### src/sv/random_unvisited_selector_defines.svh
// ----------------------------------------------------------------------------
// Random unvisited selector: assertion macros
// Shared helpers for the concurrent checks of the selector.
// ----------------------------------------------------------------------------
`ifndef RANDOM_UNVISITED_SELECTOR_DEFINES_SVH
`define RANDOM_UNVISITED_SELECTOR_DEFINES_SVH

// Same-cycle implication, sampled on clk_i, off while rst_ni is low
`define RUS_ASSERT_NOW(lbl, ante, cons, msg) \
  lbl: assert property (@(posedge clk_i) disable iff (!rst_ni) (ante) |-> (cons)) \
    else $error(msg);

// Next-cycle implication, sampled on clk_i, off while rst_ni is low
`define RUS_ASSERT_NEXT(lbl, ante, cons, msg) \
  lbl: assert property (@(posedge clk_i) disable iff (!rst_ni) (ante) |=> (cons)) \
    else $error(msg);

`endif

### src/sv/rus_pkg.sv
// ----------------------------------------------------------------------------
// rus_pkg
// Types and constants shared by the random unvisited selector modules.
// ----------------------------------------------------------------------------
package rus_pkg;

  // Field widths
  localparam int unsigned RANK_W     = 4;
  localparam int unsigned RAND_W     = 16;
  localparam int unsigned CNT_W      = 5;
  localparam int unsigned STATUS_W   = 2;
  localparam int unsigned LIST_DEPTH = 16;
  localparam int unsigned DIV_CNT_W  = 5;

  // Result kind codes
  localparam logic KIND_PICK  = 1'b0;
  localparam logic KIND_ORDER = 1'b1;

  // Result status codes
  localparam logic [STATUS_W-1:0] ST_OK   = 2'd0;
  localparam logic [STATUS_W-1:0] ST_DONE = 2'd1;
  localparam logic [STATUS_W-1:0] ST_ERR  = 2'd2;

  // Sequencer states
  typedef enum logic [3:0] {
    S_IDLE,
    S_SCAN,
    S_SWAP,
    S_PICK_WAIT,
    S_PICK_OUT,
    S_ERR,
    S_DUMP_RD,
    S_DUMP_OUT
  } state_e;

  // Remainder unit response
  typedef struct packed {
    logic              done;
    logic [RANK_W-1:0] rem;
  } div_rsp_t;

endpackage

### src/sv/rus_mod.sv
// ----------------------------------------------------------------------------
// rus_mod
// Bit-serial remainder unit: dividend mod divisor, one dividend bit a cycle.
// ----------------------------------------------------------------------------
module rus_mod (
  input  logic                           clk_i,
  input  logic                           rst_ni,
  input  logic                           start_i,
  input  logic [rus_pkg::RAND_W-1:0]     dividend_i,
  input  logic [rus_pkg::RANK_W-1:0]     divisor_i,
  output rus_pkg::div_rsp_t              rsp_o
);

  logic                            busy_q;
  logic [rus_pkg::DIV_CNT_W-1:0]   cnt_q;
  logic [rus_pkg::RAND_W-1:0]      shreg_q;
  logic [rus_pkg::RANK_W-1:0]      rem_q;
  logic [rus_pkg::RANK_W-1:0]      dvs_q;
  logic [rus_pkg::RANK_W:0]        trial;
  logic [rus_pkg::RANK_W-1:0]      rem_next;

  // Restoring step: shift in next bit, subtract divisor when it fits
  always_comb begin
    trial = {rem_q, shreg_q[rus_pkg::RAND_W-1]};
    if (trial >= {1'b0, dvs_q}) begin
      rem_next = rus_pkg::RANK_W'(trial - {1'b0, dvs_q});
    end else begin
      rem_next = trial[rus_pkg::RANK_W-1:0];
    end
  end

  // Control
  always_ff @(posedge clk_i or negedge rst_ni) begin
    if (!rst_ni) begin
      busy_q <= 1'b0;
      cnt_q  <= '0;
    end else if (start_i) begin
      busy_q <= 1'b1;
      cnt_q  <= rus_pkg::DIV_CNT_W'(rus_pkg::RAND_W);
    end else if (busy_q) begin
      cnt_q <= cnt_q - 1'b1;
      if (cnt_q == rus_pkg::DIV_CNT_W'(1)) begin
        busy_q <= 1'b0;
      end
    end
  end

  // Datapath
  always_ff @(posedge clk_i) begin
    if (start_i) begin
      shreg_q <= dividend_i;
      rem_q   <= '0;
      dvs_q   <= divisor_i;
    end else if (busy_q) begin
      shreg_q <= {shreg_q[rus_pkg::RAND_W-2:0], 1'b0};
      rem_q   <= rem_next;
    end
  end

  assign rsp_o.done = !busy_q;
  assign rsp_o.rem  = rem_q;

endmodule

### src/sv/random_unvisited_selector.sv
// ----------------------------------------------------------------------------
// random_unvisited_selector
// Builds a random visit order: removes each visited rank from the remaining
// list by swap-with-last and picks the next one as remaining[rand mod count].
// ----------------------------------------------------------------------------
//  channel  dir  handshake              payload
//  in       in   in_valid/in_ready      visited_rank, random_value
//  out      out  out_valid/out_ready    kind, rank_out, status, last
//  cfg      in   cfg_valid/cfg_ready    participant_count
//
// One item at a time. A pick waits on the bit-serial remainder unit,
// which runs beside the remaining-list scan (one entry a cycle, up to 16).
// A final visit reads each order beat in S_DUMP_RD, sends it in S_DUMP_OUT,
// via the single visit-order read port. Reset is asynchronous, active low;
// the remaining list reads as identity through per-entry valid bits, so no
// clearing pass. A stalled output holds the sequencer; a finished beat
// waiting in the output register does not block the next input.
// ----------------------------------------------------------------------------
`include "random_unvisited_selector_defines.svh"

module random_unvisited_selector #(
  parameter int unsigned MAX_PARTICIPANTS = 16
) (
  input  logic                             clk_i,
  input  logic                             rst_ni,
  // input beats
  input  logic                             in_valid_i,
  output logic                             in_ready_o,
  input  logic [rus_pkg::RANK_W-1:0]       visited_rank_i,
  input  logic [rus_pkg::RAND_W-1:0]       random_value_i,
  // result beats
  output logic                             out_valid_o,
  input  logic                             out_ready_i,
  output logic                             kind_o,
  output logic [rus_pkg::RANK_W-1:0]       rank_out_o,
  output logic [rus_pkg::STATUS_W-1:0]     status_o,
  output logic                             last_o,
  // configuration
  input  logic                             cfg_valid_i,
  output logic                             cfg_ready_o,
  input  logic [rus_pkg::CNT_W-1:0]        participant_count_i
);

  localparam int unsigned CntW         = rus_pkg::CNT_W;
  localparam int unsigned RankW        = rus_pkg::RANK_W;
  localparam int unsigned Depth        = rus_pkg::LIST_DEPTH;
  localparam int unsigned CountHighInt =
    (MAX_PARTICIPANTS < Depth) ? MAX_PARTICIPANTS : Depth;
  localparam logic [CntW-1:0] CountHigh = CntW'(CountHighInt);
  localparam logic [CntW-1:0] CountLow  = CntW'(2);

  rus_pkg::state_e state_q, state_d;

  logic [CntW-1:0]   eff_q, eff_d;
  logic [CntW-1:0]   rc_q, rc_d;
  logic [CntW-1:0]   vc_q, vc_d;
  logic [CntW-1:0]   idx_q, idx_d;
  logic              pend_q, pend_d;
  logic [RankW-1:0]  slot_q, slot_d;
  logic [RankW-1:0]  vis_rank_q, vis_rank_d;
  logic [Depth-1:0]  rem_vld_q;
  logic [RankW-1:0]  rem_mem [Depth];
  logic [RankW-1:0]  vo_mem [Depth];
  logic [RankW-1:0]  rd_data_q;
  logic [RankW-1:0]  vo_rd_q;

  logic                          out_valid_q;
  logic                          out_kind_q, out_kind_d;
  logic [RankW-1:0]              out_rank_q, out_rank_d;
  logic [rus_pkg::STATUS_W-1:0]  out_status_q, out_status_d;
  logic                          out_last_q, out_last_d;
  logic                          out_load;
  logic                          out_free;

  logic              in_acc;
  logic              cfg_acc;
  logic [CntW-1:0]   cfg_eff;
  logic              hit;
  logic              dump_last;
  logic              rd_en;
  logic [RankW-1:0]  rd_addr;
  logic              rem_wr;
  logic              vo_wr;
  logic              vo_rd_en;
  logic              restart;
  logic              div_start;
  rus_pkg::div_rsp_t div_rsp;

  // Handshakes
  assign cfg_ready_o = (state_q == rus_pkg::S_IDLE);
  assign in_ready_o  = (state_q == rus_pkg::S_IDLE) && !cfg_valid_i;
  assign cfg_acc     = cfg_valid_i && cfg_ready_o;
  assign in_acc      = in_valid_i && in_ready_o;
  assign out_free    = !out_valid_q || out_ready_i;

  // Clamp written count into the supported range
  always_comb begin
    if (participant_count_i < CountLow) begin
      cfg_eff = CountLow;
    end else if (participant_count_i > CountHigh) begin
      cfg_eff = CountHigh;
    end else begin
      cfg_eff = participant_count_i;
    end
  end

  assign hit       = pend_q && (rd_data_q == vis_rank_q);
  assign dump_last = (CntW'(idx_q + 1'b1) == vc_q);

  // Remainder unit, started on the input beat with the post-removal count
  rus_mod u_mod (
    .clk_i      (clk_i),
    .rst_ni     (rst_ni),
    .start_i    (div_start),
    .dividend_i (random_value_i),
    .divisor_i  (RankW'(rc_q - 1'b1)),
    .rsp_o      (div_rsp)
  );

  // Next state
  always_comb begin
    state_d = state_q;
    unique case (state_q)
      rus_pkg::S_IDLE: begin
        if (in_acc) begin
          state_d = rus_pkg::S_SCAN;
        end
      end
      rus_pkg::S_SCAN: begin
        if (hit) begin
          state_d = rus_pkg::S_SWAP;
        end else if (idx_q >= rc_q) begin
          state_d = rus_pkg::S_ERR;
        end
      end
      rus_pkg::S_SWAP: begin
        if (rc_q == CntW'(1)) begin
          state_d = rus_pkg::S_DUMP_RD;
        end else begin
          state_d = rus_pkg::S_PICK_WAIT;
        end
      end
      rus_pkg::S_PICK_WAIT: begin
        if (div_rsp.done) begin
          state_d = rus_pkg::S_PICK_OUT;
        end
      end
      rus_pkg::S_PICK_OUT,
      rus_pkg::S_ERR: begin
        if (out_free) begin
          state_d = rus_pkg::S_IDLE;
        end
      end
      rus_pkg::S_DUMP_RD: begin
        state_d = rus_pkg::S_DUMP_OUT;
      end
      rus_pkg::S_DUMP_OUT: begin
        if (out_free) begin
          state_d = dump_last ? rus_pkg::S_IDLE : rus_pkg::S_DUMP_RD;
        end
      end
      default: begin
        state_d = rus_pkg::S_IDLE;
      end
    endcase
  end

  // Datapath control and register updates
  always_comb begin
    rd_en        = 1'b0;
    rd_addr      = '0;
    rem_wr       = 1'b0;
    vo_wr        = 1'b0;
    vo_rd_en     = 1'b0;
    restart      = 1'b0;
    div_start    = 1'b0;
    out_load     = 1'b0;
    out_kind_d   = rus_pkg::KIND_PICK;
    out_rank_d   = '0;
    out_status_d = rus_pkg::ST_OK;
    out_last_d   = 1'b1;
    eff_d        = eff_q;
    rc_d         = rc_q;
    vc_d         = vc_q;
    idx_d        = idx_q;
    pend_d       = pend_q;
    slot_d       = slot_q;
    vis_rank_d   = vis_rank_q;
    unique case (state_q)
      rus_pkg::S_IDLE: begin
        if (cfg_acc) begin
          eff_d   = cfg_eff;
          rc_d    = cfg_eff;
          vc_d    = '0;
          restart = 1'b1;
        end else if (in_acc) begin
          vis_rank_d = visited_rank_i;
          idx_d      = '0;
          pend_d     = 1'b0;
          div_start  = 1'b1;
        end
      end
      rus_pkg::S_SCAN: begin
        // compare last read, on a hit fetch the last live entry
        if (hit) begin
          slot_d  = RankW'(idx_q - 1'b1);
          rd_en   = 1'b1;
          rd_addr = RankW'(rc_q - 1'b1);
        end else if (idx_q < rc_q) begin
          rd_en   = 1'b1;
          rd_addr = idx_q[RankW-1:0];
          idx_d   = idx_q + 1'b1;
          pend_d  = 1'b1;
        end
      end
      rus_pkg::S_SWAP: begin
        // move last entry into the hole, log the visit
        rem_wr = 1'b1;
        vo_wr  = 1'b1;
        vc_d   = vc_q + 1'b1;
        rc_d   = rc_q - 1'b1;
        idx_d  = '0;
      end
      rus_pkg::S_PICK_WAIT: begin
        if (div_rsp.done) begin
          rd_en   = 1'b1;
          rd_addr = div_rsp.rem;
        end
      end
      rus_pkg::S_PICK_OUT: begin
        if (out_free) begin
          out_load   = 1'b1;
          out_rank_d = rd_data_q;
        end
      end
      rus_pkg::S_ERR: begin
        if (out_free) begin
          out_load     = 1'b1;
          out_status_d = rus_pkg::ST_ERR;
        end
      end
      rus_pkg::S_DUMP_RD: begin
        vo_rd_en = 1'b1;
      end
      rus_pkg::S_DUMP_OUT: begin
        if (out_free) begin
          out_load     = 1'b1;
          out_kind_d   = rus_pkg::KIND_ORDER;
          out_rank_d   = vo_rd_q;
          out_status_d = rus_pkg::ST_DONE;
          out_last_d   = dump_last;
          if (dump_last) begin
            restart = 1'b1;
            vc_d    = '0;
            rc_d    = eff_q;
          end else begin
            idx_d = idx_q + 1'b1;
          end
        end
      end
      default: begin
        restart = 1'b0;
      end
    endcase
  end

  // Control registers
  always_ff @(posedge clk_i or negedge rst_ni) begin
    if (!rst_ni) begin
      state_q     <= rus_pkg::S_IDLE;
      eff_q       <= CountHigh;
      rc_q        <= CountHigh;
      vc_q        <= '0;
      idx_q       <= '0;
      pend_q      <= 1'b0;
      out_valid_q <= 1'b0;
      rem_vld_q   <= '0;
    end else begin
      state_q <= state_d;
      eff_q   <= eff_d;
      rc_q    <= rc_d;
      vc_q    <= vc_d;
      idx_q   <= idx_d;
      pend_q  <= pend_d;
      if (out_load) begin
        out_valid_q <= 1'b1;
      end else if (out_ready_i) begin
        out_valid_q <= 1'b0;
      end
      if (restart) begin
        rem_vld_q <= '0;
      end else if (rem_wr) begin
        rem_vld_q[slot_q] <= 1'b1;
      end
    end
  end

  // Payload registers
  always_ff @(posedge clk_i) begin
    slot_q     <= slot_d;
    vis_rank_q <= vis_rank_d;
    if (out_load) begin
      out_kind_q   <= out_kind_d;
      out_rank_q   <= out_rank_d;
      out_status_q <= out_status_d;
      out_last_q   <= out_last_d;
    end
  end

  // Remaining list memory; an entry never written reads as its own index
  always_ff @(posedge clk_i) begin
    if (rem_wr) begin
      rem_mem[slot_q] <= rd_data_q;
    end
    if (rd_en) begin
      rd_data_q <= rem_vld_q[rd_addr] ? rem_mem[rd_addr] : rd_addr;
    end
  end

  // Visit order memory
  always_ff @(posedge clk_i) begin
    if (vo_wr) begin
      vo_mem[vc_q[RankW-1:0]] <= vis_rank_q;
    end
    if (vo_rd_en) begin
      vo_rd_q <= vo_mem[idx_q[RankW-1:0]];
    end
  end

  assign out_valid_o = out_valid_q;
  assign kind_o      = out_kind_q;
  assign rank_out_o  = out_rank_q;
  assign status_o    = out_status_q;
  assign last_o      = out_last_q;

  // Checks
  `RUS_ASSERT_NOW(a_count_sum, 1'b1,
    (CntW + 1)'(rc_q) + (CntW + 1)'(vc_q) == (CntW + 1)'(eff_q),
    "remaining plus visited count differs from round size")
  `RUS_ASSERT_NOW(a_kind_status, out_valid_o,
    (kind_o == rus_pkg::KIND_ORDER) == (status_o == rus_pkg::ST_DONE),
    "order beat without finished status")
  `RUS_ASSERT_NOW(a_err_beat, out_valid_o && (status_o == rus_pkg::ST_ERR),
    last_o && (rank_out_o == '0) && (kind_o == rus_pkg::KIND_PICK),
    "malformed error beat")
  `RUS_ASSERT_NEXT(a_accept_scan, in_valid_i && in_ready_o,
    state_q == rus_pkg::S_SCAN && vc_q == $past(vc_q),
    "accepted beat did not start a scan")

endmodule
### config.mk
export PLATFORM = sky130hd
export DESIGN_NAME = random_unvisited_selector
export DESIGN_NICKNAME = d
export VERILOG_FILES = /design/src/sv/rus_pkg.sv /design/src/sv/rus_mod.sv /design/src/sv/random_unvisited_selector.sv
export VERILOG_INCLUDE_DIRS = /design/src /design/src/sv
export SDC_FILE = /design/constraint.sdc
export NUM_CORES = 1
export LEC_CHECK = 0
export ABC_AREA = 1
export ABC_CLOCK_PERIOD_IN_PS = 7850
export BUFFER_PORTS_ARGS = -buffer_cell sky130_fd_sc_hd__buf_2
export CAP_MARGIN = 15
export CORE_MARGIN = 5
export CORE_UTILIZATION = 60
export CTS_BUF_LIST = sky130_fd_sc_hd__clkbuf_4 sky130_fd_sc_hd__clkbuf_8
export DETAILED_ROUTE_END_ITERATION = 16
export PLACE_DENSITY = 0.78
export RECOVER_POWER = 50
export SKIP_LAST_GASP = 1
export SLEW_MARGIN = 20
export SYNTH_ARGS = -nofsm -noshare
export SYNTH_HDL_FRONTEND = slang
export SYNTH_SLANG_ARGS = --single-unit
### constraint.sdc
create_clock -name clk_i -period 7.85 [get_ports clk_i]
set_input_delay 1.1775 -clock clk_i [delete_from_list [all_inputs] [get_ports clk_i]]
set_output_delay 1.1775 -clock clk_i [all_outputs]
set_load 0.05 [all_outputs]
==> summary.md, run 1 <==
| Metric | Value |
|---|---|
| Result of the run | `finished, violations left` |
| Violated checks | `capacitance limit, slew limit` |
| Combined area of all synthesized cells | `10300 um^2` |
| Placer's final routability congestion estimate | `0.893` |
| Antenna-violating nets left | `0` |
| Part of the Yosys area used for sequential elements | `0.623` |
| R2R depth | `17` |
| Pin count of the biggest net entering global routing | `48` |
| Final #Nets | `1136` |
| Worst-margin pin slew | `2.72 ns` |
| Diodes inserted | `0` |
| Count of buffers from port buffering | `40` |
| Maximum root-to-sink buffer count | `3` |
| Final sum of negative setup slack | `0 ns` |
| Synthesized instance count | `1040` |
| Final wirelength | `23200 um` |
| Static Leakage | `4.72 nW` |
| Root cell of the clock tree | `sky130_fd_sc_hd__clkbuf_8` |
| Total vias in the final route | `7570` |
| Max-Slew Margin vs Limit | `-0.812` |
| First drt pass iteration count | `6` |
| Vertical extent of the die | `141 um` |
| Layout overhead on the synthesized area | `10.0%` |
| Synthesized netlist net count | `1090` |
| Final Max Slew Viols | `48` |
| Unrepaired setup endpoints after global routing | `false` |
| Global-route congestion overflow total | `0` |
| Post-synth EDFFs | `172` |
| Post-CTS clock slew at the launch and capture registers of the worst setup and hold paths | `0.07 ns` |
| Share of Yosys cell area claimed by the top area cell type | `0.501` |
| Count of unique library cells instantiated by Yosys | `44` |
| Final period utilization | `0.580` |
| Worst setup slack after layout | `3.30 ns` |
| Fin crit period | `4.55 ns` |
| PD cells | `342 nW/um^2` |
| Worst hold-check path type | `flop to flop` |
| Critical Setup Path Class | `flop to flop` |
| Sum of internal, switching and leakage power | `3.88 mW` |
| Number of global-route vias before repair | `7451` |
| Hold-critical path depth | `2` |
| CTS tree | `done` |
| Standard-cell rows | `48` |
| # H-tree levels | `2` |
| CP endpoint kind | `flop` |
| Final setup violation count | `0` |
| Largest driver fanout on the critical path | `44` |
| Core occupancy in the finished layout | `0.665` |
| Sinks on the clock net | `223` |
| Warnings, synthesis | `0` |
| Dominant cells by area after synthesis | `sky130_fd_sc_hd__edfxtp_1, sky130_fd_sc_hd__dfrtp_1, sky130_fd_sc_hd__nand2_1` |
| DRC violations left | `0` |
| Type of origin of the critical path | `flop` |
| Skew final | `0.0198 ns` |
| Yosys top cell by area | `sky130_fd_sc_hd__edfxtp_1` |
| Worst hold margin | `0.479 ns` |
| Wire length of the first global-routing pass | `37600 um` |
| Wire length per cell | `17.3 um` |
| Floorplan die area | `19900 um^2` |
| Synthesized area per cell | `9.92 um^2` |
| Count of cells resized by post-cts repair | `0` |
| Fill count | `1364` |
| Number of buffers created by CTS | `36` |
| Boundary Pins | `41` |
| Setup fix buffers added after clock tree synthesis | `0` |
| Share of final-layout standard cells stronger than drive strength 1 | `0.109` |
| Core outline area | `17100 um^2` |
| Starting Density | `0.605` |
| Required time of the critical path | `8.14 ns` |
| Placed wire-length estimate after detailed placement | `15400 um` |
| Antenna violations before repair | `0` |
| Number of hold buffers added after cts | `0` |
| Flop and latch count out of synthesis | `223` |
| Primary FF master, synth | `sky130_fd_sc_hd__edfxtp_1` |
| Global-route total usage across every layer | `0.237` |
| Final hold violation count | `0` |
| Crit path DAT | `4.84 ns` |
| Placement-stage worst setup slack | `2.91 ns` |
| Later-pin clock latency in the skew report | `0.53 ns` |
| DRT iter0 DRCs | `775` |
| Die Width | `141 um` |
| F_max | `220 MHz` |
| Post-synthesis async set-or-reset flop share | `0.211` |
| Worst VDD drop | `0.212 mV` |
| Vias per std cell | `5.66` |
| MaxCap Viol Count | `1` |
-- metrics by stage --
stage / instances / instance area (um^2)
finish: 1338 / 11400
global route: 1338 / 11400
CTS: 1338 / 11400
detailed placement: 1273 / 10700
global placement: 1273 / 10700
floorplan: 1040 / 10300
-- cell families after synthesis --
logic type,Yosys count,synth area share
buf+inv,163,0.0621
xor+xnor,14,0.0119
simple gates,495,0.209
compound gates,125,0.0691
fa+ha+maj,20,0.0250
flops,223,0.623
-- synth_stat cells, drive strengths merged, types with 2 or more instances --
| master | number |
|---|---|
| dfrtp | 45 |
| nand2 | 208 |
| a22oi | 4 |
| buf | 15 |
| o211ai | 2 |
| o21ai | 68 |
| dfxtp | 4 |
| dfstp | 2 |
| or2 | 2 |
| clkbuf | 20 |
| a21oi | 16 |
| nor3 | 7 |
| nor4 | 2 |
| nand3 | 102 |
| nand3b | 22 |
| xnor2 | 2 |
| ha | 19 |
| xor2 | 12 |
| edfxtp | 172 |
| nor2 | 145 |
| o22ai | 26 |
| nand4 | 7 |
| inv | 127 |
| a211oi | 2 |
-- path summary, 6_finish.rpt --
path | slack (ns) | to | from
min | 0.48 | u_mod.cnt_q[1]$_DFFE_PN0P_ | u_mod.cnt_q[1]$_DFFE_PN0P_
max in group asynchronous | 4.50 | idx_q[0]$_DFFE_PN0P_ | rst_ni
max | 3.30 | rd_data_q[2]$_DFFE_PP_ | idx_q[0]$_DFFE_PN0P_
min reg2reg | 0.48 | u_mod.cnt_q[1]$_DFFE_PN0P_ | u_mod.cnt_q[1]$_DFFE_PN0P_
min in group asynchronous | 1.61 | u_mod.cnt_q[1]$_DFFE_PN0P_ | rst_ni
max reg2reg | 3.30 | rd_data_q[2]$_DFFE_PP_ | idx_q[0]$_DFFE_PN0P_
-- layer usage --
metal	global-route usage	wire, um	vias to the layer above
met3	0.0360	1510	61
met1	0.320	9690	3621
li1	-	-	3600
met2	0.390	11200	288
met5	0	0	-
met4	0.0948	792	0
-- cell usage in the layout, fill, tap and decap left out, types with 6 or more instances in the layout --
| cell type | count |
|---|---|
| sky130_fd_sc_hd__ha_1 | 19 |
| sky130_fd_sc_hd__o22ai_1 | 26 |
| sky130_fd_sc_hd__clkbuf_8 | 38 |
| sky130_fd_sc_hd__clkbuf_4 | 14 |
| sky130_fd_sc_hd__clkinv_1 | 7 |
| sky130_fd_sc_hd__a21oi_1 | 14 |
| sky130_fd_sc_hd__nand2_1 | 204 |
| sky130_fd_sc_hd__buf_2 | 39 |
| sky130_fd_sc_hd__inv_2 | 6 |
| sky130_fd_sc_hd__nor3_1 | 6 |
| sky130_fd_sc_hd__nand3_1 | 102 |
| sky130_fd_sc_hd__xor2_1 | 12 |
| sky130_fd_sc_hd__dfrtp_1 | 44 |
| sky130_fd_sc_hd__nand3b_1 | 22 |
| sky130_fd_sc_hd__nor2_1 | 143 |
| sky130_fd_sc_hd__edfxtp_1 | 172 |
| sky130_fd_sc_hd__inv_1 | 121 |
| sky130_fd_sc_hd__nand4_1 | 7 |
| sky130_fd_sc_hd__o21ai_0 | 64 |
-- worst max-delay path, cell delays in order (launching register included) --
cell and delay, ns:
sky130_fd_sc_hd__dfrtp_2 0.74, sky130_fd_sc_hd__clkinv_1 0.94, sky130_fd_sc_hd__ha_1 0.52, sky130_fd_sc_hd__inv_1 0.05
sky130_fd_sc_hd__nand2_1 0.06, sky130_fd_sc_hd__nand4_1 0.08, sky130_fd_sc_hd__nand2_1 0.08, sky130_fd_sc_hd__nand3_1 0.09
sky130_fd_sc_hd__buf_4 0.32, sky130_fd_sc_hd__nand2_2 0.53, sky130_fd_sc_hd__inv_2 0.32, sky130_fd_sc_hd__nand2_1 0.08
sky130_fd_sc_hd__nand3_1 0.08, sky130_fd_sc_hd__nand3_1 0.07, sky130_fd_sc_hd__nand3_1 0.11, sky130_fd_sc_hd__nand2_1 0.06
sky130_fd_sc_hd__nand2_1 0.07, sky130_fd_sc_hd__nand2_1 0.06
-- registers in the layout, summed over array words and instances (netlist names), 3 cells and up --
name and flops:
rank_out_o 4, rc_q 5, vo_mem 64, eff_q 5, u_mod.rem_q 4, rem_mem 64, u_mod.shreg_q 16, state_q 3
rd_data_q 4, u_mod.cnt_q 5, vo_rd_q 4, vis_rank_q 4, vc_q 5, rem_vld_q 16, u_mod.dvs_q 4, slot_q 4
idx_q 5
-- area by class of cell --
class                           count  area [um^2]  area share
Clock inverter                     13         95.1     0.00838
Tap cell                          225          282      0.0248
Multi-Input combinational cell    654         3220       0.284
Inverter                          128          480      0.0423
Timing Repair Buffer               43          218      0.0192
Clock buffer                       52          628      0.0553
Sequential cell                   223         6420       0.566
-- where the power goes --
part | internal, mW | switching (mW) | leakage (nW)
Clock | 0.552 | 0.450 | 0.384
Combinational | 0.346 | 0.808 | 2.11
Sequential | 1.54 | 0.187 | 2.23
Power figures use the tool's default switching activity.
==> inputs of run 2 (changes only) <==
--- a/config.mk
+++ b/config.mk
@@ -6,15 +6,15 @@
 export SDC_FILE = /design/constraint.sdc
 export NUM_CORES = 1
 export LEC_CHECK = 0
-export ABC_AREA = 1
-export ABC_CLOCK_PERIOD_IN_PS = 7850
+export ABC_AREA = 0
+export ABC_CLOCK_PERIOD_IN_PS = 3900
 export BUFFER_PORTS_ARGS = -buffer_cell sky130_fd_sc_hd__buf_2
 export CAP_MARGIN = 15
 export CORE_MARGIN = 5
-export CORE_UTILIZATION = 60
+export CORE_UTILIZATION = 58
 export CTS_BUF_LIST = sky130_fd_sc_hd__clkbuf_4 sky130_fd_sc_hd__clkbuf_8
 export DETAILED_ROUTE_END_ITERATION = 16
-export PLACE_DENSITY = 0.78
+export PLACE_DENSITY = 0.79
 export RECOVER_POWER = 50
 export SKIP_LAST_GASP = 1
 export SLEW_MARGIN = 20
==> constraint.sdc (replaced) <==
create_clock -name clk_i -period 3.9 [get_ports clk_i]
set_input_delay 0.585 -clock clk_i [delete_from_list [all_inputs] [get_ports clk_i]]
set_output_delay 0.585 -clock clk_i [all_outputs]
set_load 0.05 [all_outputs]
==> run 2 against run 1 <==
  * The flow still finishes with violations (capacitance limit, slew limit)
  * Hold slack worse by 0.23 ns
  * Combinational power is 140% higher
  * Area after synthesis is 0.76% higher
  * First-iteration DRC count is 30% lower
==> summary.md, run 2 <==
| Metric | Value |
|---|---|
| Met2 wire len | `10800 um` |
| DRC violations left | `0` |
| Yosys top cell by area | `sky130_fd_sc_hd__edfxtp_1` |
| Worst setup slack after layout | `0.479 ns` |
| Count of unique library cells instantiated by Yosys | `79` |
| Layout overhead on the synthesized area | `11.0%` |
| Placer's final routability congestion estimate | `0.972` |
| Part of the Yosys area used for sequential elements | `0.618` |
| Standard-cell rows | `49` |
| Synth cell count leaders | `sky130_fd_sc_hd__edfxtp_1, sky130_fd_sc_hd__nand2_1, sky130_fd_sc_hd__nor2_1` |
| Number of hold buffers added after cts | `0` |
| Floorplan die area | `20700 um^2` |
| Final hold violation count | `0` |
| Result of the run | `finished, violations left` |
| Largest incremental delay on the critical path | `0.84 ns` |
| Antenna violations before repair | `1` |
| DRT iter0 DRCs | `542` |
| Number of buffers created by CTS | `37` |
| Worst hold-check path type | `input pin to flop` |
| Maximum root-to-sink buffer count | `3` |
| CTS tree | `done` |
| Critical Setup Path Class | `flop to flop` |
| Share of final-layout standard cells stronger than drive strength 1 | `0.181` |
| Share of Yosys cell area claimed by the top area cell type | `0.497` |
| Count of buffers from port buffering | `40` |
| Leading cell type by number of instances after synthesis | `sky130_fd_sc_hd__edfxtp_1` |
| Leading cell types in the layout, fill and taps excluded | `sky130_fd_sc_hd__edfxtp_1, sky130_fd_sc_hd__nand2_1, sky130_fd_sc_hd__nor2_1` |
| Wire length of the first global-routing pass | `37000 um` |
| Flop and latch count out of synthesis | `223` |
| F_max | `292 MHz` |
| Primary FF master, synth | `sky130_fd_sc_hd__edfxtp_1` |
| Sinks on the clock net | `223` |
| Later-pin clock latency in the skew report | `0.53 ns` |
| MaxCap Viol Count | `1` |
| Combinational share of power | `0.338` |
| Max-Slew Margin vs Limit | `-0.369` |
| Net Sw Frac | `0.358` |
| Commonest non-fill, non-tap cell in the layout | `sky130_fd_sc_hd__edfxtp_1` |
| Synthesized netlist net count | `862` |
| CP endpoint kind | `flop` |
| Pin count of the biggest net entering global routing | `35` |
| Antenna-violating nets left | `0` |
| Placed wire-length estimate after detailed placement | `15900 um` |
| Final sum of negative setup slack | `0 ns` |
| Skew final | `0.0238 ns` |
| Boundary Pins | `41` |
| Highest metal layer used by the detailed router | `met5` |
| Placement-stage worst setup slack | `0.556 ns` |
| Fin crit period | `3.42 ns` |
| Worst path top cell family by delay | `flip-flops` |
| Combined buffer and inverter count along the critical path | `1` |
| Synthesized instance count | `812` |
| Wire length per cell | `20.2 um` |
| Sum of met3 wire segment lengths after detailed routing | `1580 um` |
| PD cells | `706 nW/um^2` |
| Crit-path slowest cell | `sky130_fd_sc_hd__edfxtp_1` |
| # H-tree levels | `2` |
| Sw power | `2.91 mW` |
| Global-route total usage across every layer | `0.230` |
| Vertical extent of the die | `144 um` |
| Final period utilization | `0.877` |
| Root cell of the clock tree | `sky130_fd_sc_hd__clkbuf_8` |
| Dominant cells by area after synthesis | `sky130_fd_sc_hd__edfxtp_1, sky130_fd_sc_hd__dfrtp_1, sky130_fd_sc_hd__mux4_2` |
| Post-synthesis async set-or-reset flop share | `0.211` |
| Count of cells resized by post-cts repair | `0` |
| Setup slack on the worst flop-to-flop path | `0.48 ns` |
| Starting Density | `0.585` |
| Detailed-route wire length on metal 1 | `9830 um` |
| Required time of the critical path | `4.16 ns` |
| Core outline area | `17800 um^2` |
| Number of global-route vias before repair | `6966` |
| Unrepaired setup endpoints after global routing | `false` |
| Final wirelength | `22900 um` |
| Type of origin of the critical path | `flop` |
| Vias per std cell | `5.95` |
| Total vias in the final route | `6749` |
| Fill count | `1318` |
| Sequential cell fraction of total power | `0.414` |
| Warnings, synthesis | `0` |
| Global-route congestion overflow total | `0` |
| Setup fix buffers added after clock tree synthesis | `0` |
| Crit path DAT | `3.68 ns` |
| Clock group share of total power | `0.247` |
| Die Width | `144 um` |
| Synthesized area per cell | `12.8 um^2` |
| Worst VDD drop | `0.481 mV` |
| Final setup violation count | `0` |
| Post-CTS clock slew at the launch and capture registers of the worst setup and hold paths | `0.06 ns` |
| Pint | `5.23 mW` |
| First drt pass iteration count | `5` |
| Static Leakage | `4.41 nW` |
| Post-synth EDFFs | `172` |
| Largest driver fanout on the critical path | `18` |
| Final Max Slew Viols | `35` |
| Final #Nets | `930` |
| Combined area of all synthesized cells | `10400 um^2` |
| List of cells traversed by the critical path | `xnor2_1 -> nand3_2 -> o41a_1 -> nand2_2 -> buf_4 -> nor3_1 -> a32oi_1 -> and4_4 -> mux2_2` |
| Diodes inserted | `0` |
| Worst-margin pin slew | `2.05 ns` |
| Violated checks | `capacitance limit, slew limit` |
[run 2: cell types whose count changed after synthesis, moves of 10 or more]
| cell | delta |
|---|---|
| sky130_fd_sc_hd__mux4_2 | +20 |
| sky130_fd_sc_hd__nand3_1 | -72 |
| sky130_fd_sc_hd__nand3b_1 | -21 |
| sky130_fd_sc_hd__o22ai_1 | -22 |
| sky130_fd_sc_hd__nor2_1 | -57 |
| sky130_fd_sc_hd__nor3_1 | +17 |
| sky130_fd_sc_hd__o211ai_1 | +10 |
| sky130_fd_sc_hd__inv_1 | -90 |
| sky130_fd_sc_hd__mux2i_1 | +26 |
| sky130_fd_sc_hd__nand2_1 | -110 |
| sky130_fd_sc_hd__o21ai_0 | -36 |
| sky130_fd_sc_hd__and2_1 | +21 |
[run 2: layout make-up]
| cell class | instances | area, um^2 | share of cell area |
|---|---|---|---|
| well taps | 229 | 287 | 0.0248 |
| repair buffers | 66 | 345 | 0.0299 |
| clock buffers | 58 | 686 | 0.0594 |
| flip-flops and latches | 223 | 6420 | 0.557 |
| inverters | 31 | 116 | 0.0101 |
| clock inverters | 7 | 37.5 | 0.00325 |
| multi-input cells | 521 | 3640 | 0.316 |
[run 2: cell families (layout without fill, tap and decap cells)]
kind of cell	Yosys count	in the layout	synth area share
and+or+nand+nor	291	291	0.132
DFF	223	223	0.618
AOI/OAI and AO/OA	133	133	0.0953
buffers and inverters	68	162	0.0320
muxes	57	57	0.0810
adders and majority gates	20	20	0.0248
xor gates and xnor gates	20	20	0.0168
[run 2: through the flow]
| step | std cells | power, mW | util | hold slack [ns] | instance area [um^2] |
|---|---|---|---|---|---|
| finish | 1135 | 8.14 | 0.649 | 0.251 | 11500 |
| global route | 1135 | 8.59 | 0.649 | 0.234 | 11500 |
| CTS | 1135 | 8.17 | 0.652 | 0.173 | 11600 |
| detailed placement | 1070 | 6.16 | 0.611 | 0.473 | 10900 |
| global placement | 1070 | 6.06 | 0.611 | 0.466 | 10900 |
| floorplan | 812 | 5.42 | - | 0.289 | 10400 |
[run 2: path summary, 6_finish.rpt]
| kind | startpoint | end | cells past startpoint |
|---|---|---|---|
| worst max register to register | rd_data_q[0]$_DFFE_PP_ | rd_data_q[0]$_DFFE_PP_ | 9 |
| min in group asynchronous | rst_ni | state_q[0]$_DFFE_PN0P_ | 1 |
| worst min-delay path | visited_rank_i[0] | vis_rank_q[0]$_DFFE_PP_ | 1 |
| max in group asynchronous | rst_ni | u_mod.cnt_q[2]$_DFFE_PN0P_ | 2 |
| worst min register to register | eff_q[4]$_DFFE_PN1P_ | eff_q[4]$_DFFE_PN1P_ | 2 |
| worst max-delay path | rd_data_q[0]$_DFFE_PP_ | rd_data_q[0]$_DFFE_PP_ | 9 |
[run 2: metal layers]
layer  GRT usage  vias up
li1            -     3158
met4      0.0733        2
met5           0        -
met1       0.328     3287
met3      0.0419       57
met2       0.365      245
[run 2: power by group through the flow]
stage | registers, mW | logic (mW) | clock network, mW
after floorplan | 3.37 | 2.05 | 0
after global placement | 3.39 | 2.67 | 0
after detailed placement | 3.41 | 2.75 | 0
after CTS | 3.36 | 2.76 | 2.04
after global routing | 3.41 | 3.01 | 2.16
final | 3.37 | 2.76 | 2.01
